## config.mk

```make
export PLATFORM = sky130hd
export DESIGN_NAME = rstp_sine
export DESIGN_NICKNAME = d
export VERILOG_FILES = /design/src/sv/rstp_pkg.sv /design/src/sv/rstp_sine.sv
export SDC_FILE = /design/constraint.sdc
export NUM_CORES = 2
export LEC_CHECK = 0
export BUFFER_PORTS_ARGS = -buffer_cell sky130_fd_sc_hd__buf_2
export CELL_PAD_IN_SITES_DETAIL_PLACEMENT = 0
export CELL_PAD_IN_SITES_GLOBAL_PLACEMENT = 1
export CORE_MARGIN = 3
export CORE_UTILIZATION = 55
export CTS_BUF_LIST = sky130_fd_sc_hd__clkbuf_8
export DETAILED_ROUTE_END_ITERATION = 8
export HOLD_SLACK_MARGIN = 0.05
export PLACE_DENSITY_LB_ADDON = 0.2
export SLEW_MARGIN = 20
export SYNTH_ARGS = -nofsm -noshare
export SYNTH_HDL_FRONTEND = slang
export SYNTH_SLANG_ARGS = --single-unit
```

## constraint.sdc

```tcl
create_clock -name aclk -period 14.2 [get_ports aclk]
set_clock_uncertainty 0.05 [all_clocks]
set_input_delay 2.84 -clock aclk [delete_from_list [all_inputs] [get_ports aclk]]
set_output_delay 2.84 -clock aclk [all_outputs]
set_load 0.01 [all_outputs]
```

## src/sv/rstp_pkg.sv

```systemverilog
// Shared types and constants for the range scan to points block.
`timescale 1ns / 1ps

package rstp_pkg;

    // Configuration data bus and fixed register widths
    localparam int CFG_DATA_W  = 20;
    localparam int CFG_IDX_W   = 3;
    localparam int CFG_RANGE_W = 20;
    localparam int CFG_ANGLE_W = 16;
    localparam int INTEN_W     = 16;

    // Sine evaluation in a 16-bit phase domain
    localparam int PHASE_W   = 16;
    localparam int QTR_W     = 14;
    localparam int SIN_MAG_W = 15;
    localparam int SINE_LAT  = 4;

    localparam logic [PHASE_W-1:0] QUARTER_TURN = 16'h4000;
    localparam logic [QTR_W:0]     QUARTER_ONE  = 15'd16384;

    // Quarter-wave polynomial coefficients, Q16
    localparam logic [16:0] SIN_QA = 17'd102944;
    localparam logic [15:0] SIN_QB = 16'd42047;
    localparam logic [12:0] SIN_QC = 13'd4640;

    localparam logic [SIN_MAG_W-1:0] SIN_MAG_MAX = 15'h7FFF;

    typedef enum logic [CFG_IDX_W-1:0] {
        CFG_MIN_RANGE   = 3'd0,
        CFG_MAX_RANGE   = 3'd1,
        CFG_START_ANGLE = 3'd2,
        CFG_ANGLE_STEP  = 3'd3,
        CFG_INTEN_EN    = 3'd4
    } cfg_idx_t;

    // Sine magnitude with quadrant sign
    typedef struct packed {
        logic                 neg;
        logic [SIN_MAG_W-1:0] mag;
    } sine_t;

endpackage

```

## src/sv/rstp_sine.sv

```systemverilog
// Pipelined fixed-point sine: quadrant fold and quarter-wave polynomial.
`timescale 1ns / 1ps

module rstp_sine
    import rstp_pkg::*;
(
    input  logic               aclk,
    input  logic               en,
    input  logic [PHASE_W-1:0] phase,
    output sine_t              res_reg
);

    logic [QTR_W:0]  x_fold;
    logic [29:0]     sq_prod;
    logic [QTR_W:0]  x1_reg, x2_reg, x3_reg;
    logic [QTR_W:0]  t2_1_reg, t2_2_reg;
    logic            neg1_reg, neg2_reg, neg3_reg;
    logic [27:0]     c_prod;
    logic [15:0]     inner2_reg;
    logic [30:0]     b_prod;
    logic [16:0]     mid3_reg;
    logic [31:0]     a_prod;
    logic [31:0]     a_round;

    // Odd quadrants mirror the quarter wave
    always_comb begin
        x_fold  = phase[QTR_W] ? (QUARTER_ONE - {1'b0, phase[QTR_W-1:0]})
                               : {1'b0, phase[QTR_W-1:0]};
        sq_prod = 30'(x_fold) * 30'(x_fold);
        c_prod  = 28'(t2_1_reg) * 28'(SIN_QC);
        b_prod  = 31'(t2_2_reg) * 31'(inner2_reg);
        a_prod  = 32'(x3_reg) * 32'(mid3_reg);
        a_round = a_prod + 32'(QUARTER_ONE);
    end

    always_ff @(posedge aclk) begin
        if (en) begin
            x1_reg     <= x_fold;
            t2_1_reg   <= sq_prod[28:14];
            neg1_reg   <= phase[PHASE_W-1];

            x2_reg     <= x1_reg;
            t2_2_reg   <= t2_1_reg;
            inner2_reg <= SIN_QB - 16'(c_prod[26:14]);
            neg2_reg   <= neg1_reg;

            x3_reg     <= x2_reg;
            mid3_reg   <= SIN_QA - 17'(b_prod[29:14]);
            neg3_reg   <= neg2_reg;

            // Round half up, saturate at full scale
            res_reg.neg <= neg3_reg;
            res_reg.mag <= a_round[30] ? SIN_MAG_MAX : a_round[29:15];
        end
    end

endmodule

```

# Word level (Yosys, flattened, before mapping)
# Cells that the tools add are included.
# classes
addsub	4
n_mul	4
n_mux	1
# ops
cell	count
31-bit by 15-bit adder with 31-bit output, second input constant	1
15-bit by 17-bit multiplier with 31-bit output	1
15-bit by 16-bit multiplier with 30-bit output	1
15-bit by 15-bit multiplier with 29-bit output	1
15-bit by 8-bit multiplier with 22-bit output, second input constant	1
17-bit by 16-bit subtractor with 17-bit output, first input constant	1
16-bit by 13-bit subtractor with 16-bit output, first input constant	1
15-bit two-way mux	1
15-bit by 14-bit subtractor with 15-bit output, first input constant	1
# totals
reg_bits	127
out_inout_bits	16
inputBits	18
elab_cells	21

# Depth between registers and ports, before layout
# depth
depth_word	3
depth_mapped	34
depth_no_buf	32

# Worst setup path before layout
# No wires, ideal clock.
# synth_path
path_type	in2reg
from	in phase[0]
to	reg t2_1_reg[9] (data pin)
path_stages	32
setup_time_ns	0.258
required_ns	13.892
path_buffers	1
arrival_time_ns	9.934
path_slack_ns	3.958
path_cell_list	buf_2 inv_2 ha_1 nand2_1 or3_1 nand2b_1 and2_1 xnor2_1 clkinv_1 nand2_1 inv_1 fa_1 inv_1 fa_1 inv_1 fa_1 fa_1 fa_1 inv_1 fa_1 inv_1 ha_1 o21a_1 o21a_1 o21a_1 o211ai_1 nor2_1 a21o_1 o221a_2 a41o_1 a21oi_1 xnor2_1
# synth_between
elab_chain_len	3
# synth_rtl
element	line	text
start, declared	rstp_sine.sv:9	input logic [PHASE_W-1:0] phase,
15-bit by 14-bit subtractor with 15-bit output	rstp_sine.sv:27	x_fold = phase[QTR_W] ? (QUARTER_ONE - {1'b0, phase[QTR_W-1:0]})
15-bit two-way mux (*)	rstp_sine.sv:27	
15-bit by 15-bit multiplier with 29-bit output (*)	rstp_sine.sv:29	sq_prod = 30'(x_fold) * 30'(x_fold);
named net sq_prod[23]	rstp_sine.sv:14	logic [29:0] sq_prod;
end signal, assigned	rstp_sine.sv:39	t2_1_reg <= sq_prod[28:14];
end, declared	rstp_sine.sv:16	logic [QTR_W:0] t2_1_reg, t2_2_reg;
# The timed path passes the listed nets; every way through them passes the cells marked *.
# A chain may end at the register's enable or synchronous reset.

# Worst setup path in the final report
# Ends and elaborated chain as after synthesis.

==> run metrics <==
R2R cell count 23; hold-fix buffers at CTS 0; Initial DRT Pass Iterations 5; antenna viol nets, final 0; max_cap viols 0; DRC 0; vias in the first global route about 20,000; cell area after synthesis about 27,000 um^2; initial antenna violation count 0; # rows 79; Most common cell on crit path fa_1; synthesis-to-layout area growth 4.128%; Synth cell types 84; Post-synth EDFFs 125; IO buf count 33; antenna cells 0; Initial Util approximately 56%; Die Area between 50,000 and 60,000 um^2; H-Tree Depth 4; Max clock buf depth 2; Setup TNS Final 0 ns; first-pass GRT wire length approximately 99 mm; I/O pins 34; WS Path Type in -> reg; max reg flops 17; first-iteration detailed-routing DRC count 943; routed vias/inst 5.429; Num CTS Buffers 17; Root Driver clkbuf_8; Hold WC Path Type reg -> reg; RSZ-0062 raised after global routing false; Resize count post-CTS 0; final core occ between 50% and 60%; max-slew violations 0; Worst Tran Pin Value 0.8824 ns; HPWL Detailed roughly 49 mm; layout cells sized above 1 a little under 4%; Setup Fix Bufs, Post-CTS 0; largest cells by area after synthesis fa_1, ha_1, edfxtp_1, inv_1, nand2_1; fin crit share between 70% and 80%; CTS tree yes; Die Y 225.8 um; Async S/R FF share, synth 0%; placer congestion estimate a little under 0.9; Tot GR Track Use between 20% and 30%; Congestion Overflow GR 0; main flop type after synthesis edfxtp_1; clk sinks approximately 130; final hold vios 0; Setup crit start kind primary input; Die Width roughly 230 um; final instance area 27,680 um^2; synthesized flop and latch total ~130; Clock transition at path regs about 0.070 ns; Syn Area/Cell 9.730 um^2; critical path endpoint category flop; largest net degree at the start of global routing 69; hold path depth 0; Max transition margin approximately two fifths; Post-Layout Cell Count approximately 3,300; maximum clock rate between 90 and 100 MHz; worst skew pair latency between 0.4 and 0.5 ns; Final Setup Violations 0; area leader, netlist fa_1; Final nets 3,561; Vias about 18,000; dpl cell area between 20,000 and 30,000 um^2; CP Max Fanout 11; CP required about 14 ns; DRT Wirelength 59.12 mm; yosys warns 0; Tmin final ~11 ns; Synth top area share 37.58%; Syn Inst Count 2,732; Worst Path Arrival 10.79 ns; slowest stage delay, CP between 0.5 and 0.6 ns; Slowest cell on crit path fa_1; sequential area share after synthesis roughly 14%; status complete, no violations; Placed Cells between 3,000 and 4,000; drt wl/cell 17.74 um; core region area ~47,000 um^2
-- path summary, 6_finish.rpt --
check	start	end	slack, ns
setup reg to reg	inner2_reg[11]$_DFFE_PP_	mid3_reg[14]$_DFFE_PP_	6.62
hold / removal	neg2_reg$_DFFE_PP_	neg3_reg$_DFFE_PP_	0.37
hold reg to reg	neg2_reg$_DFFE_PP_	neg3_reg$_DFFE_PP_	0.37
setup / recovery	phase[0]	t2_1_reg[9]$_DFFE_PP_	3.58
-- critical path: cells and delay by family --
kind / cells / cell delay [ns]
AO/OA/AOI/OAI: 8 / 1.60
XOR/XNOR: 2 / 0.57
adder cells (fa/ha/maj): 8 / 3.51
buffers and inverters: 8 / 1.13
AND/OR/NAND/NOR: 6 / 1.12
-- cell families (layout without fill, tap and decap cells) --
kind of cell | after synthesis | in the layout | share of synthesized area (%)
adders and majority gates | 831 | 831 | 53.21
xor gates and xnor gates | 100 | 100 | 3.408
other | 2 | 9 | 0.02825
DFF | 125 | 125 | 14.12
buffers and inverters | 731 | 717 | 10.35
muxes | 4 | 4 | 0.1600
and+or+nand+nor | 737 | 737 | 13.20
AOI/OAI and AO/OA | 202 | 202 | 5.521
-- cells in the mapped netlist (all sizes together), types with 8 or more instances --
| master | number |
|---|---|
| and2 | 217 |
| edfxtp | 125 |
| nand2 | 364 |
| buf | 8 |
| nand2b | 8 |
| xnor2 | 61 |
| fa | 499 |
| o21ai | 37 |
| clkbuf | 82 |
| nor2 | 72 |
| inv | 637 |
| a21o | 27 |
| nor3 | 23 |
| nand3 | 14 |
| a31oi | 9 |
| o21a | 16 |
| xor2 | 39 |
| a21oi | 53 |
| ha | 332 |
-- stage by stage --
stage          hold WS (ns)  setup slack [ns]
2_1_floorplan        0.3503             3.958
3_3_place_gp         0.3550             3.236
3_5_place_dp         0.3545             3.054
4_1_cts              0.3729             3.549
5_1_grt              0.3798             3.083
6_report             0.3717             3.581
-- final cells by class --
class | instances | area [um^2]
multi-input cells | 1883 | 20100
fillers | 4090 | 19470
flip-flops and latches | 125 | 3754
inverters | 641 | 2406
well taps | 607 | 759.5
repair buffers | 44 | 254.0
clock buffers | 17 | 234.0
clock inverters | 15 | 170.2
-- routing by layer --
layer	wire [um]	track usage, %	share of wire, %
met5	0	0	0
met4	1416	7.114	2.4
met3	2486	2.236	4.2
met2	29000	41.37	49
met1	26220	34.27	44
-- layout by cell type, fill, tap and decap left out, types with 9 or more instances in the layout --
master / netlist / final
and2_1: 217 / 217
nand3_1: 14 / 14
buf_2: 7 / 32
o21ai_0: 27 / 27
a21o_1: 26 / 26
inv_1: 636 / 638
fa_1: 499 / 499
nor3_1: 23 / 23
xnor2_1: 58 / 58
clkbuf_8: 0 / 17
edfxtp_1: 125 / 125
xor2_1: 38 / 38
nand2_1: 364 / 364
a21oi_1: 50 / 50
conb_1: 2 / 9
o21a_1: 16 / 16
o21ai_1: 9 / 9
nor2_1: 71 / 71
ha_1: 332 / 332
buf_4: 0 / 11
Power is left out: the tool's default activity adds up to more than one toggle a clock period on the data nets, which glitch-free logic cannot reach.
