**config.mk**
```make
export PLATFORM = sky130hd
export DESIGN_NAME = rstp_scale
export DESIGN_NICKNAME = d
export VERILOG_FILES = /design/src/sv/rstp_pkg.sv /design/src/sv/rstp_scale.sv
export SDC_FILE = /design/constraint.sdc
export NUM_CORES = 1
export LEC_CHECK = 0
export ABC_AREA = 1
export BUFFER_PORTS_ARGS = -buffer_cell sky130_fd_sc_hd__buf_2
export CAP_MARGIN = 20
export CORE_MARGIN = 2
export CORE_UTILIZATION = 40
export CTS_BUF_LIST = sky130_fd_sc_hd__clkbuf_8
export DETAILED_ROUTE_END_ITERATION = 12
export SLEW_MARGIN = 20
export SYNTH_ARGS = -nofsm -noshare
export SYNTH_HDL_FRONTEND = slang
export SYNTH_SLANG_ARGS = --single-unit
```
**constraint.sdc**
```tcl
create_clock -name aclk -period 12.2 [get_ports aclk]
set_clock_uncertainty 0.15 [all_clocks]
set_input_delay 1.83 -clock aclk [delete_from_list [all_inputs] [get_ports aclk]]
set_output_delay 1.83 -clock aclk [all_outputs]
set_load 0.02 [all_outputs]
```
**src/sv/rstp_pkg.sv**
```systemverilog
// Shared types and constants for the range scan to points block.
`timescale 1ns / 1ps

package rstp_pkg;

    // Configuration data bus and fixed register widths
    localparam int CFG_DATA_W  = 20;
    localparam int CFG_IDX_W   = 3;
    localparam int CFG_RANGE_W = 20;
    localparam int CFG_ANGLE_W = 16;
    localparam int INTEN_W     = 16;

    // Sine evaluation in a 16-bit phase domain
    localparam int PHASE_W   = 16;
    localparam int QTR_W     = 14;
    localparam int SIN_MAG_W = 15;
    localparam int SINE_LAT  = 4;

    localparam logic [PHASE_W-1:0] QUARTER_TURN = 16'h4000;
    localparam logic [QTR_W:0]     QUARTER_ONE  = 15'd16384;

    // Quarter-wave polynomial coefficients, Q16
    localparam logic [16:0] SIN_QA = 17'd102944;
    localparam logic [15:0] SIN_QB = 16'd42047;
    localparam logic [12:0] SIN_QC = 13'd4640;

    localparam logic [SIN_MAG_W-1:0] SIN_MAG_MAX = 15'h7FFF;

    typedef enum logic [CFG_IDX_W-1:0] {
        CFG_MIN_RANGE   = 3'd0,
        CFG_MAX_RANGE   = 3'd1,
        CFG_START_ANGLE = 3'd2,
        CFG_ANGLE_STEP  = 3'd3,
        CFG_INTEN_EN    = 3'd4
    } cfg_idx_t;

    // Sine magnitude with quadrant sign
    typedef struct packed {
        logic                 neg;
        logic [SIN_MAG_W-1:0] mag;
    } sine_t;

endpackage

```
**src/sv/rstp_scale.sv**
```systemverilog
// Range scaling of sine and cosine, rounding, and the output register.
`timescale 1ns / 1ps

module rstp_scale
    import rstp_pkg::*;
#(
    parameter int RANGE_BITS = 20
) (
    input  logic                  aclk,
    input  logic                  aresetn,
    input  logic                  keep,
    input  logic [RANGE_BITS-1:0] range_in,
    input  logic [INTEN_W-1:0]    inten_in,
    input  sine_t                 cos_in,
    input  sine_t                 sin_in,
    output logic                  adv,
    output logic                  m_valid,
    input  logic                  m_ready,
    output logic [RANGE_BITS:0]   m_point_x,
    output logic [RANGE_BITS:0]   m_point_y,
    output logic [INTEN_W-1:0]    m_point_intensity
);

    localparam int PROD_W = RANGE_BITS + SIN_MAG_W;

    logic                  m_valid_reg;
    logic [RANGE_BITS:0]   x_reg, y_reg, x_next, y_next;
    logic [INTEN_W-1:0]    inten_reg;
    logic [PROD_W-1:0]     x_prod, y_prod, x_round, y_round;
    logic [RANGE_BITS:0]   x_mag, y_mag;

    // Whole pipeline moves when the output register is free or being drained
    assign adv = !m_valid_reg || m_ready;

    always_comb begin
        x_prod  = PROD_W'(range_in) * PROD_W'(cos_in.mag);
        y_prod  = PROD_W'(range_in) * PROD_W'(sin_in.mag);
        x_round = x_prod + PROD_W'(QUARTER_ONE);
        y_round = y_prod + PROD_W'(QUARTER_ONE);
        x_mag   = {1'b0, x_round[PROD_W-1:SIN_MAG_W]};
        y_mag   = {1'b0, y_round[PROD_W-1:SIN_MAG_W]};
        x_next  = cos_in.neg ? (~x_mag + 1'b1) : x_mag;
        y_next  = sin_in.neg ? (~y_mag + 1'b1) : y_mag;
    end

    always_ff @(posedge aclk) begin
        if (!aresetn) begin
            m_valid_reg <= 1'b0;
        end else if (adv) begin
            m_valid_reg <= keep;
        end
    end

    always_ff @(posedge aclk) begin
        if (adv) begin
            x_reg     <= x_next;
            y_reg     <= y_next;
            inten_reg <= inten_in;
        end
    end

    assign m_valid           = m_valid_reg;
    assign m_point_x         = x_reg;
    assign m_point_y         = y_reg;
    assign m_point_intensity = inten_reg;

endmodule

```
# ---- Yosys cells after proc, flatten, opt, wreduce, memory -nomap -nowiden
# Index checks and enable logic that the tools add are counted.
dict set report totals {
  register_bits 59
  latchBits 0
  ram_bits 0
  romBits 0
  inputBits 72
  output_inout_bits 60
  elab_cells 18
  memories 0
}
dict set report op_classes {
  addsub 4
  multipliers 2
  n_div 0
  n_lt_le_gt_ge 0
  eq_ne 0
  shifts 0
  muxes 2
  n_bitwise 2
  n_reduce_logical 2
}
# operator count
set op_table {}
lappend op_table {{adder 35 x 15 -> 35 bit, second input constant} 2}
lappend op_table {{multiplier 20 x 15 -> 35 bit} 2}
lappend op_table {{adder 21 x 1 -> 21 bit, second input constant} 2}
lappend op_table {{inverter 20 -> 21 bit} 2}
lappend op_table {{2-to-1 mux 20 bit} 2}
lappend op_table {{logical NOT 1 bit} 1}
lappend op_table {{logical OR 1 bit} 1}

# ---- Logic depth before layout (Yosys ltp)
dict set report logic_depth {
  word_depth 5
  depth_mapped 35
  mapped_depth_nobuf 34
}

# ---- Worst setup path after synthesis
# Ideal clock, no wire load.
dict set report synth_path {
  path_type {input to register}
  start {input sin_in[1] in the netlist's numbering}
  end {register y_reg[14] (netlist: m_point_y[14]), data pin}
  setup_time_ns 0.269
  arrival_ns 7.332
  required_time_ns 11.781
  path_slack_ns 4.449
  path_stages 30
  path_buffers 2
  cell_sequence {buf_6 clkbuf_1 nand2_1 fa_1 fa_1 inv_1 fa_1 fa_1 fa_1 inv_1 fa_1 inv_1 ha_1 nand2_1 nor2_1 inv_1 nor3_1 nand2_1 nand2_1 xnor2_1 ha_1 nand3_1 nor2_1 nand2_1 nor2_1 nand3_1 nand2_1 nand2_1 nand2_1 o21ai_0}
}
dict set report synth_between {
  elab_chain_cells 5
}
# element line
set synth_rtl {}
lappend synth_rtl {{from (decl)} rstp_scale.sv:15} ;# input sine_t sin_in,
lappend synth_rtl {{multiplier 20 x 15 -> 35 bit (*)} rstp_scale.sv:37} ;# y_prod = PROD_W'(range_in) * PROD_W'(sin_in.mag);
lappend synth_rtl {{adder 35 x 15 -> 35 bit (*)} rstp_scale.sv:39} ;# y_round = y_prod + PROD_W'(QUARTER_ONE);
lappend synth_rtl {{inverter 20 -> 21 bit} rstp_scale.sv:43} ;# y_next = sin_in.neg ? (~y_mag + 1'b1) : y_mag;
lappend synth_rtl {{adder 21 x 1 -> 21 bit} rstp_scale.sv:43}
lappend synth_rtl {{2-to-1 mux 20 bit (*)} rstp_scale.sv:43}
lappend synth_rtl {{net y_next[14]} rstp_scale.sv:27} ;# logic [RANGE_BITS:0] x_reg, y_reg, x_next, y_next;
lappend synth_rtl {{to (signal assigned)} rstp_scale.sv:57} ;# y_reg <= y_next;
lappend synth_rtl {{to (decl)} rstp_scale.sv:27}
# Mark *: on every way through the listed nets, which the timed path passes. The rest lies on a longest branch.
# A chain may end at the register's enable or synchronous reset.

# ---- Final worst setup path
dict set report layout_path {
  start {input range_in[4]}
  end {register x_reg[20] (netlist: m_point_x[20]), data pin}
}
dict set report layout_between {
  elab_chain_cells 4
}
# element line
set layout_rtl {}
lappend layout_rtl {{from (decl)} rstp_scale.sv:12} ;# input logic [RANGE_BITS-1:0] range_in,
lappend layout_rtl {{multiplier 20 x 15 -> 35 bit} rstp_scale.sv:36} ;# x_prod = PROD_W'(range_in) * PROD_W'(cos_in.mag);
lappend layout_rtl {{adder 35 x 15 -> 35 bit} rstp_scale.sv:38} ;# x_round = x_prod + PROD_W'(QUARTER_ONE);
lappend layout_rtl {{inverter 20 -> 21 bit} rstp_scale.sv:42} ;# x_next = cos_in.neg ? (~x_mag + 1'b1) : x_mag;
lappend layout_rtl {{adder 21 x 1 -> 21 bit} rstp_scale.sv:42}
lappend layout_rtl {{to (signal assigned)} rstp_scale.sv:56} ;# x_reg <= x_next;
lappend layout_rtl {{to (decl)} rstp_scale.sv:27}
# Every way passes these cells.

==> impl_metrics.tcl <==
set metrics [dict create \
    run_status "complete, no violations" \
    maxCapViolations 0 \
    synth_seq_cells 59 \
    ios 132 \
    syn_area_mm2 0.0241 \
    placed_area_mm2 0.0253 \
    yosys_warnings 0 \
    critPathSlowestCell "buf_2" \
    finalSetupTns_ns 0 \
    clk_pin_slew_worst_paths_ns 0.09 \
    cts_tree "yes" \
    grt_use_total_pct 20.7 \
    reg2regPathDepth 2 \
    cts_buffer_depth 2 \
    worstHoldStart "m_valid$_SDFFE_PN0P_" \
    drv_slew 0 \
    numPortBuffers 131 \
    post_cts_buffers 0 \
    cp_max_fo 30 \
    antenna_found_initial 3 \
    worst-path-buf-inv 6 \
    rsz0062_at_grt "no" \
    worstSetupPathType "primary input to register" \
    cts_buffers 9 \
    htree_levels 3 \
    vias_per_cell 4.70 \
    holdPathStages 2 \
    die_w_um 250 \
    synth_edf_count 58 \
    drt.antenna.violating_nets 0 \
    slew-limit-headroom_pct 43.9 \
    r2r_start "m_valid$_SDFFE_PN0P_" \
    synthTopCellsByArea "fa_1, nand2_1, inv_1" \
    grt_pass1_vias 20900 \
    hold_violations 0 \
    ys.flop_type "edfxtp_1" \
    fp.coreArea_mm2 0.0600 \
    yosysTopAreaCell "fa_1" \
    die_area_mm2 0.0623 \
    grt_pass1_wl_mm 105 \
    hpwl_mm 48.9 \
    path_depth 28 \
    wl_per_cell_um 14.8 \
    timing.fmax_mhz 123 \
    drt_first_pass_iters 5 \
    synth.top_cell.area_share_pct 38.5 \
    worstSetupStartpointType "primary input" \
    ys_seq_area_share_pct 7.30 \
    finalNetCount 4046 \
    cts_sinks 59 \
    r2r_slack_ns 10.57 \
    drc 0 \
    cp.arrival_ns 8.12 \
    setup_viol 0 \
    ys_types 39 \
    hold_path.class "register to register" \
    slowest_delay_ns 0.62 \
    wl_mm 60.5 \
    cp.required_ns 12.21 \
    drt_first_iter_violations 939 \
    hold_path_end "m_point_intensity[13]$_DFFE_PP_" \
    synthCells 3263 \
    postSynthNetCount 4025 \
    grt_max_degree 60 \
    path_common_cell "fa_1" \
    placement_rows 90 \
    postSynthAreaPerCell_um2 7.40 \
    vias 19200 \
    synthArstFlopShare_pct 0 \
    finalCritPeriodShare_pct 66.5 \
    gp_congestion 0.897 \
    worst_pin_slew_ns 0.841 \
    crit_family "adder cells" \
    postLayoutCellArea_mm2 0.0255 \
    start_util_pct 40.2 \
    root_buffer "clkbuf_8" \
    area_growth_pct 5.73 \
    synth_most_common_cell "nand2_1" \
    cts_resized 0 \
    r2r_end "m_point_y[20]$_SDFFCE_PN0P_" \
    end_kind "register" \
    clk_latency_ns 0.40 \
    overflow 0 \
    synth_common_cells "nand2_1, inv_1, fa_1" \
    drive_above_1_share_pct 6.38 \
    period_needed_ns 8.11 \
    postCtsHoldBufs 0 \
    die_h_um 250 \
]
==> worst min-delay path: stages (launching register included) <==
cell	delay [ns]
dfxtp_1	0.35
nand2_2	0.07
buf_4	0.36
==> placed cells by master (no fill, tap or decap), types with 2 or more instances in the layout <==
cell type,n
a21boi_0,2
a21o_1,4
a21oi_1,55
a21oi_2,3
and2_1,2
buf_2,131
buf_4,3
bufinv_16,2
clkbuf_8,9
clkinvlp_4,2
diode_2,3
edfxtp_1,58
fa_1,464
ha_1,226
inv_1,933
inv_2,5
nand2_1,1010
nand2_2,25
nand2_4,5
nand3_1,73
nand3_2,6
nand3b_1,11
nand4_1,13
nor2_1,129
nor2_2,8
nor2_4,4
nor3_1,18
o211ai_1,2
o21a_1,3
o21ai_0,21
o21ai_1,4
o21ai_2,3
o21bai_1,13
xnor2_1,16
xor2_1,18
==> per-layer routing <==
layer / vias up / global-route usage, % / part of all wire, %
li1: 9344 / - / -
met1: 9462 / 25.2 / 43
met2: 290 / 39.1 / 53
met3: 64 / 2.28 / 2.7
met4: 0 / 4.22 / 1.7
met5: - / 0 / 0
==> stage by stage <==
step,cells,utilization [%],worst slack [ns],hold WS [ns]
after floorplan,3263,-,4.45,1.78
after global placement,4055,42.2,3.64,0.891
after detailed placement,4055,42.2,3.64,0.910
after CTS,4071,42.5,4.06,0.932
after global routing,4073,42.5,3.59,0.992
final,4074,42.5,4.09,0.900
==> area by class of cell <==
class                           instances  area (um2)
Fill cell                            6181       34500
Multi-Input combinational cell       2142       18400
Inverter                              938        3520
Sequential cell                        59        1760
Tap cell                              782         978
Timing Repair Buffer                  134         678
Clock buffer                            9         124
Clock inverter                          7        92.6
Antenna cell                            3        7.51
==> logic make-up after synthesis <==
logic type / Yosys count / share of synthesized area, %
xor gates and xnor gates: 34 / 1.23
buffers and inverters: 1062 / 16.7
and+or+nand+nor: 1307 / 22.0
adders and majority gates: 690 / 50.2
DFF: 59 / 7.30
AOI/OAI and AO/OA: 111 / 2.65
==> worst max path at each step <==
| stage | from | end | slack, ns |
|---|---|---|---|
| floorplan | sin_in[1] | m_point_y[14]$_DFFE_PP_ | 4.45 |
| global placement | range_in[14] | m_point_x[20]$_SDFFCE_PN0P_ | 3.64 |
| detailed placement | range_in[14] | m_point_x[20]$_SDFFCE_PN0P_ | 3.64 |
| CTS | range_in[14] | m_point_x[20]$_SDFFCE_PN0P_ | 4.06 |
| global route | range_in[14] | m_point_x[20]$_SDFFCE_PN0P_ | 3.59 |
| finish | range_in[4] | m_point_x[20]$_SDFFCE_PN0P_ | 4.09 |
Power is left out: the tool's default activity adds up to more than one toggle a clock period on the data nets, which glitch-free logic cannot reach.
