File: config.mk
export PLATFORM = sky130hd
export DESIGN_NAME = rstp_front
export DESIGN_NICKNAME = d
export VERILOG_FILES = /design/src/sv/rstp_pkg.sv /design/src/sv/rstp_front.sv
export SDC_FILE = /design/constraint.sdc
export NUM_CORES = 1
export LEC_CHECK = 0
export ABC_AREA = 1
export BUFFER_PORTS_ARGS = -buffer_cell sky130_fd_sc_hd__buf_2
export CAP_MARGIN = 20
export CORE_AREA = 10 10 142 111
export DETAILED_ROUTE_END_ITERATION = 16
export DIE_AREA = 0 0 152 121
export GPL_TIMING_DRIVEN = 0
export MAX_ROUTING_LAYER = met4
export PLACE_DENSITY_LB_ADDON = 0.08
export RECOVER_POWER = 100
export SETUP_SLACK_MARGIN = 0.02
export SYNTH_ARGS = -nofsm -noshare
export SYNTH_HDL_FRONTEND = slang
export SYNTH_SLANG_ARGS = --single-unit
File: constraint.sdc
create_clock -name aclk -period 5 [get_ports aclk]
set_clock_uncertainty 0.1 [all_clocks]
set_input_delay 1 -clock aclk [delete_from_list [all_inputs] [get_ports aclk]]
set_output_delay 1 -clock aclk [all_outputs]
set_load 0.005 [all_outputs]
File: src/sv/rstp_pkg.sv
// Shared types and constants for the range scan to points block.
`timescale 1ns / 1ps

package rstp_pkg;

    // Configuration data bus and fixed register widths
    localparam int CFG_DATA_W  = 20;
    localparam int CFG_IDX_W   = 3;
    localparam int CFG_RANGE_W = 20;
    localparam int CFG_ANGLE_W = 16;
    localparam int INTEN_W     = 16;

    // Sine evaluation in a 16-bit phase domain
    localparam int PHASE_W   = 16;
    localparam int QTR_W     = 14;
    localparam int SIN_MAG_W = 15;
    localparam int SINE_LAT  = 4;

    localparam logic [PHASE_W-1:0] QUARTER_TURN = 16'h4000;
    localparam logic [QTR_W:0]     QUARTER_ONE  = 15'd16384;

    // Quarter-wave polynomial coefficients, Q16
    localparam logic [16:0] SIN_QA = 17'd102944;
    localparam logic [15:0] SIN_QB = 16'd42047;
    localparam logic [12:0] SIN_QC = 13'd4640;

    localparam logic [SIN_MAG_W-1:0] SIN_MAG_MAX = 15'h7FFF;

    typedef enum logic [CFG_IDX_W-1:0] {
        CFG_MIN_RANGE   = 3'd0,
        CFG_MAX_RANGE   = 3'd1,
        CFG_START_ANGLE = 3'd2,
        CFG_ANGLE_STEP  = 3'd3,
        CFG_INTEN_EN    = 3'd4
    } cfg_idx_t;

    // Sine magnitude with quadrant sign
    typedef struct packed {
        logic                 neg;
        logic [SIN_MAG_W-1:0] mag;
    } sine_t;

endpackage

File: src/sv/rstp_front.sv
// Configuration registers, beam angle tracking, range gate and input register.
`timescale 1ns / 1ps

module rstp_front
    import rstp_pkg::*;
#(
    parameter int ANGLE_BITS = 16,
    parameter int RANGE_BITS = 20
) (
    input  logic                  aclk,
    input  logic                  aresetn,
    input  logic                  cfg_write,
    input  logic [CFG_IDX_W-1:0]  cfg_index,
    input  logic [CFG_DATA_W-1:0] cfg_data,
    input  logic                  adv,
    input  logic                  s_accept,
    input  logic [RANGE_BITS-1:0] s_echo_range,
    input  logic                  s_has_echo,
    input  logic [INTEN_W-1:0]    s_beam_intensity,
    input  logic                  s_scan_start,
    output logic [PHASE_W-1:0]    phase_reg,
    output logic [RANGE_BITS-1:0] range_reg,
    output logic [INTEN_W-1:0]    inten_reg,
    output logic                  keep_reg
);

    localparam int CMP_W = (RANGE_BITS > CFG_RANGE_W) ? RANGE_BITS : CFG_RANGE_W;

    logic [CFG_RANGE_W-1:0] min_range_reg;
    logic [CFG_RANGE_W-1:0] max_range_reg;
    logic [CFG_ANGLE_W-1:0] start_angle_reg;
    logic [CFG_ANGLE_W-1:0] angle_step_reg;
    logic                   inten_en_reg;
    logic [ANGLE_BITS-1:0]  beam_angle_reg;
    logic [ANGLE_BITS-1:0]  beam_angle_next;

    logic [ANGLE_BITS+CFG_ANGLE_W-1:0] start_wide;
    logic [ANGLE_BITS+CFG_ANGLE_W-1:0] step_wide;
    logic [ANGLE_BITS-1:0]             angle_cur;
    logic [PHASE_W-1:0]                phase_cur;
    logic [CMP_W-1:0]                  range_cmp;
    logic                              in_window;

    always_ff @(posedge aclk) begin
        if (!aresetn) begin
            min_range_reg   <= '0;
            max_range_reg   <= '1;
            start_angle_reg <= '0;
            angle_step_reg  <= '0;
            inten_en_reg    <= 1'b0;
        end else if (cfg_write) begin
            case (cfg_index)
                CFG_MIN_RANGE:   min_range_reg   <= cfg_data[CFG_RANGE_W-1:0];
                CFG_MAX_RANGE:   max_range_reg   <= cfg_data[CFG_RANGE_W-1:0];
                CFG_START_ANGLE: start_angle_reg <= cfg_data[CFG_ANGLE_W-1:0];
                CFG_ANGLE_STEP:  angle_step_reg  <= cfg_data[CFG_ANGLE_W-1:0];
                CFG_INTEN_EN:    inten_en_reg    <= cfg_data[0];
                default: ;
            endcase
        end
    end

    // Scan start reloads the angle for this same beam
    always_comb begin
        start_wide      = {{ANGLE_BITS{1'b0}}, start_angle_reg};
        step_wide       = {{ANGLE_BITS{angle_step_reg[CFG_ANGLE_W-1]}}, angle_step_reg};
        angle_cur       = s_scan_start ? start_wide[ANGLE_BITS-1:0] : beam_angle_reg;
        beam_angle_next = angle_cur + step_wide[ANGLE_BITS-1:0];
        range_cmp       = CMP_W'(s_echo_range);
        in_window       = (CMP_W'(min_range_reg) <= range_cmp) &&
                          (range_cmp <= CMP_W'(max_range_reg));
    end

    generate
        if (ANGLE_BITS >= PHASE_W) begin : g_phase_down
            assign phase_cur = angle_cur[ANGLE_BITS-1 -: PHASE_W];
        end else begin : g_phase_up
            assign phase_cur = {angle_cur, {(PHASE_W-ANGLE_BITS){1'b0}}};
        end
    endgenerate

    always_ff @(posedge aclk) begin
        if (!aresetn) begin
            beam_angle_reg <= '0;
            keep_reg       <= 1'b0;
        end else begin
            if (s_accept) begin
                beam_angle_reg <= beam_angle_next;
            end
            if (adv) begin
                keep_reg <= s_accept && s_has_echo && in_window;
            end
        end
    end

    always_ff @(posedge aclk) begin
        if (adv) begin
            phase_reg <= phase_cur;
            range_reg <= s_echo_range;
            inten_reg <= inten_en_reg ? s_beam_intensity : '0;
        end
    end

endmodule

-- Word-level counts from Yosys, hierarchy flattened
Index checks and enable logic that the tools add are counted.
- bits in registers: 142
- input bits: 66
- logic and storage cells: 27
- $add $sub $neg: 1
- mux-type cells: 1
- order comparisons: 2
- reduce and logical (&&, ||, !) cells: 9
- eq/ne operators: 4
- operator list (operator ; number):
    20-bit <= comparator ; 2
    16-bit adder ; 1
    16-bit two-way mux ; 1
    2-bit AND reduction ; 5
    3-bit by 2-bit equality test with 1-bit output, second input constant ; 2
    3-bit by 1-bit equality test with 1-bit output, second input constant ; 1
    3-bit equality test, second input constant ; 1
    1-bit logical AND ; 3
    3-bit logical NOT ; 1

-- Logic depth before layout (Yosys ltp)
Gate-level depths: netlist (run 1).
- depth in word-level cells: 3
- mapped depth: 16

-- Worst setup path after synthesis (run 1)
OpenSTA, ideal clock, no wires.
- kind: input to register
- start: input port s_scan_start
- end: register beam_angle_reg[8]
- arrival time: 2.970 ns
- slack: 1.817 ns
- buffers on the path: 2
- stages: 13
- cell sequence: clkbuf_1 > clkbuf_1 > o21ai_0 > ha_1 > fa_1 > nand3_1 > nand2_2 > a21boi_2 > o21ai_0 > nand2_1 > nand2_1 > o21ai_1 > inv_1
- longest elaborated chain between the ends: 2
- ends and longest elaborated chain (what ; RTL line ; text):
    start, declared ; rstp_front.sv:20 ; input logic s_scan_start,
    16-bit two-way mux ; rstp_front.sv:67 ; angle_cur = s_scan_start ? start_wide[ANGLE_BITS-1:0] : beam_angle_reg;
    via angle_cur[0] ; rstp_front.sv:39 ; logic [ANGLE_BITS-1:0] angle_cur;
    16-bit adder ; rstp_front.sv:68 ; beam_angle_next = angle_cur + step_wide[ANGLE_BITS-1:0];
    end signal, assigned ; rstp_front.sv:88 ; beam_angle_reg <= beam_angle_next;
    end, declared ; rstp_front.sv:34 ; logic [ANGLE_BITS-1:0] beam_angle_reg;
The timed path passes the listed nets, and every way through them passes these cells.
A chain may end at the register's enable or synchronous reset.

-- Worst setup path after layout (run 1)
Same ends and word-level chain as after synthesis.

==> results of run 1 <==
## per-layer routing
metal / share of wire / vias up / global-route usage
met3: 0.061 / 21 / 0.0407
met1: 0.54 / 2693 / 0.301
li1: - / 3020 / -
met5: 0 / - / -
met2: 0.39 / 190 / 0.281
met4: 0.0099 / 0 / 0.0540
## cell usage in the layout (no fill, tap or decap), types with 3 or more instances in the layout
cell type  Yosys  layout
dfxtp_1       90      90
a21oi_1       55      55
nand3_1       25      26
inv_1        139     140
xor2_1         8       8
o21ai_0       86      89
nand2_1      141     142
clkbuf_1      22      93
o211ai_1      20      20
nor2_1       110     111
a21o_1         4       4
edfxtp_1      52      52
ha_1          55      55
clkbuf_16      0      18
inv_6          0       3
buf_2          5      54
bufinv_16      0       4
clkinv_1       1       3
## worst reg2reg max path, stage by stage, from the launching register on
cell	delay, ns
dfxtp_1	0.31
nand2_1	0.06
o21ai_0	0.13
ha_1	0.28
fa_1	0.48
nand3_1	0.13
nand2_1	0.13
a21boi_0	0.42
o21ai_0	0.19
nand2_1	0.09
nand2_1	0.05
o21ai_0	0.14
inv_1	0.05
## power by group through the flow
stage | Sequential [uW] | Clock [uW] | Combinational (uW)
2_1_floorplan | 1300 | 0 | 141
4_1_cts | 1280 | 1400 | 275
5_1_grt | 1280 | 1440 | 302
3_5_place_dp | 1300 | 0 | 271
6_report | 1280 | 1380 | 263
3_3_place_gp | 1300 | 0 | 266
## cells by family after synthesis
kind of cell	synth area share
buffers and inverters	0.0952
AOI/OAI and AO/OA	0.137
xor gates and xnor gates	0.0125
muxes	0.00323
adders and majority gates	0.101
and+or+nand+nor	0.169
DFF	0.482
## stage by stage
stage	util	hold slack (ns)	total power [uW]	instance area, um^2
final	0.646	0.351	2930	8320
after detailed placement	0.605	0.345	1570	7800
after global routing	0.646	0.380	3030	8320
after CTS	0.656	0.354	2950	8450
after global placement	0.604	0.341	1570	7780
after floorplan	-	0.328	1440	6980
## final cells by class
class | count | area, um^2 | share of cell area
plain buffers | 30 | 121 | 0.0146
clock buffers | 20 | 468 | 0.0563
clock inverters | 12 | 180 | 0.0217
inverters | 143 | 537 | 0.0645
multi-input cells | 532 | 2930 | 0.352
flip-flops and latches | 142 | 3360 | 0.404
well taps | 171 | 214 | 0.0257
repair buffers | 118 | 505 | 0.0608
## worst paths after layout
kind / cells after the start / from / slack, ns / to
setup reg to reg: 12 / start_angle_reg[0] / 2.36 / beam_angle_reg[8]
hold reg to reg: 2 / beam_angle_reg[0] / 0.35 / beam_angle_reg[0]
setup / recovery: 14 / s_scan_start / 0.97 / beam_angle_reg[8]
hold / removal: 2 / beam_angle_reg[0] / 0.35 / beam_angle_reg[0]
==> results.py, run 1 <==
metrics = {
    "status": {
        "status": "complete, but fails checks",
        "violations": "capacitance limit, slew limit",
    },
    "synth": {
        "yosys_register_bits": 142,
        "synth_top_area_cell": "dfxtp_1",
        "ys_types": 36,
        "syn_area_um2": 6980,
        "yosysWarnings": 0,
        "avgSynthCellArea_um2": 8.24,
        "yosysSeqAreaShare": 0.482,
        "synth-edff-count": 52,
        "synthMostInstantiatedCell": "nand2_1",
        "synth.net_count": 969,
        "synth_top_area_frac": 0.258,
        "async_flop_share": 0,
        "netlist_top_cells_area": "dfxtp_1, edfxtp_1, ha_1",
        "ys.flop_type": "dfxtp_1",
        "synth_commonest_cells": "nand2_1, inv_1, nor2_1, dfxtp_1, o21ai_0",
        "synth_cells": 847,
    },
    "route": {
        "ant_nets": 0,
        "drt-pass1-iter-count": 5,
        "drt_iter0_markers": 433,
        "via_per_inst": 5.07,
        "drc_errors": 0,
        "wl_per_cell_um": 15.8,
        "routed_wl_um": 18500,
        "vias": 5924,
    },
    "final_layout": {
        "fillers": 1174,
        "area_growth_pct": 19.1,
        "drive_above_1_share": 0.0953,
        "nNetsFinal": 1106,
        "final_cells": 1168,
        "num_antenna_cells": 0,
    },
    "pwr": {
        "p_seq_frac": 0.437,
        "p_sw_uw": 695,
        "p_sw_frac": 0.237,
        "combPwrFrac": 0.090,
        "p_clk_frac": 0.473,
        "leakage_uw": 0.00412,
        "ir_worst_vdd_v": 0.000395,
        "powerDensity_nw_per_um2": 352,
        "internal-power_uw": 2230,
    },
    "floorplanning": {
        "dieHeight_um": 121,
        "pin_count": 119,
        "start_util": 0.542,
        "core_um2": 12900,
        "rows": 36,
        "dieArea_um2": 18400,
        "die-width_um": 152,
    },
    "critical_path": {
        "worstPathRequired_ns": 5.21,
        "cp.buffers_inverters": 4,
        "startpoint_type": "input pin",
        "cp.arrival_ns": 4.24,
        "cp_top_family": "buffers and inverters",
        "worstSetupPathType": "in2reg",
        "crit_slowest_cell": "clkbuf_1",
        "max_stage_delay_ns": 0.48,
        "critPathCaptureType": "register",
        "critPathMaxFanout": 10,
        "cp_cell_sequence": "clkbuf_1, clkbuf_1, clkbuf_1, o21ai_0, ha_1, fa_1, nand3_1, nand2_1, a21boi_0, o21ai_0, nand2_1, nand2_1, o21ai_0, inv_1",
    },
    "flow_run": {
        "drv_cap": 1,
    },
    "cts": {
        "clkTransAtPathRegs_ns": 0.06,
        "cts.sinks": 142,
        "cts_tree": "yes",
        "insertion_delay_ns": 0.42,
        "cts_hold_buf": 0,
        "postCtsSetupBuffers": 0,
        "cts_buffer_depth": 2,
        "cts_buffers": 17,
        "cts-resized-gates": 0,
        "root_buffer": "clkbuf_16",
        "h-tree-depth": 4,
    },
    "timing": {
        "finalSetupTns_ns": 0,
        "fmax_mhz": 248,
        "worst_slew_pin_slew_ns": 1.69,
        "slew_headroom": -0.126,
        "setup_viol": 0,
        "slew_violations": 31,
        "finalWorstSetupSlack_ns": 0.973,
        "timing.final.crit_period_ns": 4.03,
        "finalCritPeriodShare": 0.805,
        "rsz0062_at_grt": "no",
        "finalHoldViolCount": 0,
    },
    "global_route": {
        "grt_max_degree": 31,
        "grtUsageTotal": 0.206,
        "grt_pass1_vias": 5710,
        "grt_pass1_wl_um": 29700,
        "antenna_found_initial": 0,
        "grt_remaining_overflow": 0,
    },
    "placed_design": {
        "portBuffers": 117,
        "place.detailed.hpwl_um": 14100,
        "dp.cells": 1136,
        "place_congestion": 0.982,
        "post-place-ws_ns": 0.968,
    },
    "min_path": {
        "hold_class": "reg2reg",
    },
}
Note: power is estimated with default switching activity, not from simulation.
==> inputs of run 2 (changes only) <==
--- a/config.mk
+++ b/config.mk
@@ -8,9 +8,9 @@
 export ABC_AREA = 1
 export BUFFER_PORTS_ARGS = -buffer_cell sky130_fd_sc_hd__buf_2
 export CAP_MARGIN = 20
-export CORE_AREA = 10 10 142 111
+export CORE_AREA = 10 10 147 115
 export DETAILED_ROUTE_END_ITERATION = 16
-export DIE_AREA = 0 0 152 121
+export DIE_AREA = 0 0 157 125
 export GPL_TIMING_DRIVEN = 0
 export MAX_ROUTING_LAYER = met4
 export PLACE_DENSITY_LB_ADDON = 0.08
==> constraint.sdc (replaced) <==
create_clock -name aclk -period 3.7 [get_ports aclk]
set_clock_uncertainty 0.1 [all_clocks]
set_input_delay 0.74 -clock aclk [delete_from_list [all_inputs] [get_ports aclk]]
set_output_delay 0.74 -clock aclk [all_outputs]
set_load 0.005 [all_outputs]
==> results.py, run 2 (synthesis results as in run 1) <==
metrics = {
    "cts": {
        "root_buffer": "clkbuf_16",
        "cts_hold_buf": 0,
        "cts_tree": "yes",
        "insertion_delay_ns": 0.43,
        "postCtsSetupBuffers": 0,
        "cts_buffer_depth": 2,
        "clkTransAtPathRegs_ns": 0.06,
        "cts.sinks": 142,
        "cts_buffers": 17,
        "h-tree-depth": 4,
        "cts-resized-gates": 0,
    },
    "flow_run": {
        "drv_cap": 0,
    },
    "timing": {
        "finalSetupTns_ns": 0,
        "rsz0062_at_grt": "no",
        "hold_ws_ns": 0.356,
        "finalCritPeriodShare": 0.955,
        "slew_violations": 0,
        "fmax_mhz": 283,
        "timing.final.crit_period_ns": 3.54,
        "slew_headroom": 0.242,
        "finalHoldViolCount": 0,
        "setup_viol": 0,
        "worst_slew_pin_slew_ns": 1.14,
    },
    "final_layout": {
        "multi_input_area_um2": 2930,
        "final_cell_mix": "nand2_1, inv_1, nor2_1",
        "drive_above_1_share": 0.110,
        "design_area_um2": 8310,
        "nNetsFinal": 1106,
        "layout_commonest_cell": "nand2_1",
        "fillers": 1351,
        "final_util": 0.589,
        "num_antenna_cells": 0,
        "regArea_um2": 3360,
        "area_growth_pct": 19.1,
    },
    "route": {
        "drc_errors": 0,
        "highest_layer": "met4",
        "drt-pass1-iter-count": 5,
        "wl_met3_um": 1350,
        "drt-met1-wl_um": 9780,
        "ant_nets": 0,
        "drt_iter0_markers": 438,
        "via_per_inst": 5.00,
        "vias": 5884,
        "wl_per_cell_um": 15.7,
        "routed-wl-met2_um": 7090,
        "routed_wl_um": 18400,
    },
    "critical_path": {
        "critPathMaxFanout": 10,
        "worstSetupPathType": "in2reg",
        "max_stage_delay_ns": 0.55,
        "crit_slowest_cell": "clkbuf_1",
        "worstPathRequired_ns": 3.92,
        "cp.arrival_ns": 3.76,
        "cp.buffers_inverters": 4,
        "startpoint_type": "input pin",
        "cp_cell_sequence": "buf_2, clkbuf_1, clkbuf_1, o21ai_0, ha_1, fa_1, nand3_1, nand2_2, a21boi_2, o21ai_0, nand2_1, nand2_1, o21ai_1, inv_1",
        "cp_top_family": "buffers and inverters",
        "critPathCaptureType": "register",
    },
    "pwr": {
        "leakage_uw": 0.00415,
        "ir_worst_vdd_v": 0.000340,
        "finalPower_uw": 3860,
        "powerDensity_nw_per_um2": 465,
    },
    "floorplanning": {
        "core_um2": 14100,
        "die-width_um": 157,
        "pin_count": 119,
        "rows": 38,
        "start_util": 0.494,
        "dieArea_um2": 19600,
        "dieHeight_um": 125,
    },
    "global_route": {
        "grt_max_degree": 37,
        "grt_remaining_overflow": 0,
        "grt_pass1_wl_um": 29200,
        "antenna_found_initial": 0,
        "grt_pass1_vias": 5544,
        "grtUsageTotal": 0.195,
    },
    "placed_design": {
        "place_congestion": 0.914,
        "place.detailed.hpwl_um": 14100,
        "portBuffers": 117,
        "placement.cell_area_um2": 7810,
    },
    "min_path": {
        "hold_class": "reg2reg",
    },
    "status": {
        "status": "finished clean",
    },
}
run 2: area by class of cell:
type / count / area share
buffer: 30 / 0.0151
clock buffer: 20 / 0.0525
clock inverter: 12 / 0.0203
inverter: 143 / 0.0646
multi-input combinational: 532 / 0.353
sequential: 142 / 0.405
tap: 180 / 0.0271
timing repair buffer: 118 / 0.0629
run 2: worst paths after layout:
kind | startpoint | to | slack, ns | depth (start not counted)
max | s_scan_start | beam_angle_reg[8] | 0.16 | 14
min | beam_angle_reg[1] | beam_angle_reg[1] | 0.36 | 2
max reg2reg | start_angle_reg[0] | beam_angle_reg[8] | 1.33 | 12
min reg2reg | beam_angle_reg[1] | beam_angle_reg[1] | 0.36 | 2
run 2: metal layers:
layer | vias to the layer above | global-route usage
met4 | 0 | 0.0571
met2 | 209 | 0.255
met3 | 14 | 0.0462
met5 | - | -
li1 | 3015 | -
met1 | 2646 | 0.289
run 2: worst reg2reg max path, cell delays in order (launching register included):
cell	delay (ns)
dfxtp_1	0.31
nand2_1	0.06
o21ai_0	0.15
ha_1	0.30
fa_1	0.46
nand3_1	0.14
nand2_2	0.10
a21boi_2	0.21
o21ai_0	0.14
nand2_1	0.09
nand2_1	0.05
o21ai_1	0.12
inv_1	0.06
run 2: per-stage QoR:
stage | setup WS (ns) | std cells
floorplan | 0.777 | 847
global placement | -0.221 | 1144
detailed placement | -0.163 | 1145
CTS | 0.234 | 1177
global route | 0.0231 | 1177
finish | 0.165 | 1177
run 2: power breakdown:
part / internal, uW / leakage [uW] / switching, uW
Clock: 1120 / 0.000295 / 658
Combinational: 124 / 0.00260 / 232
Sequential: 1700 / 0.00126 / 25.0
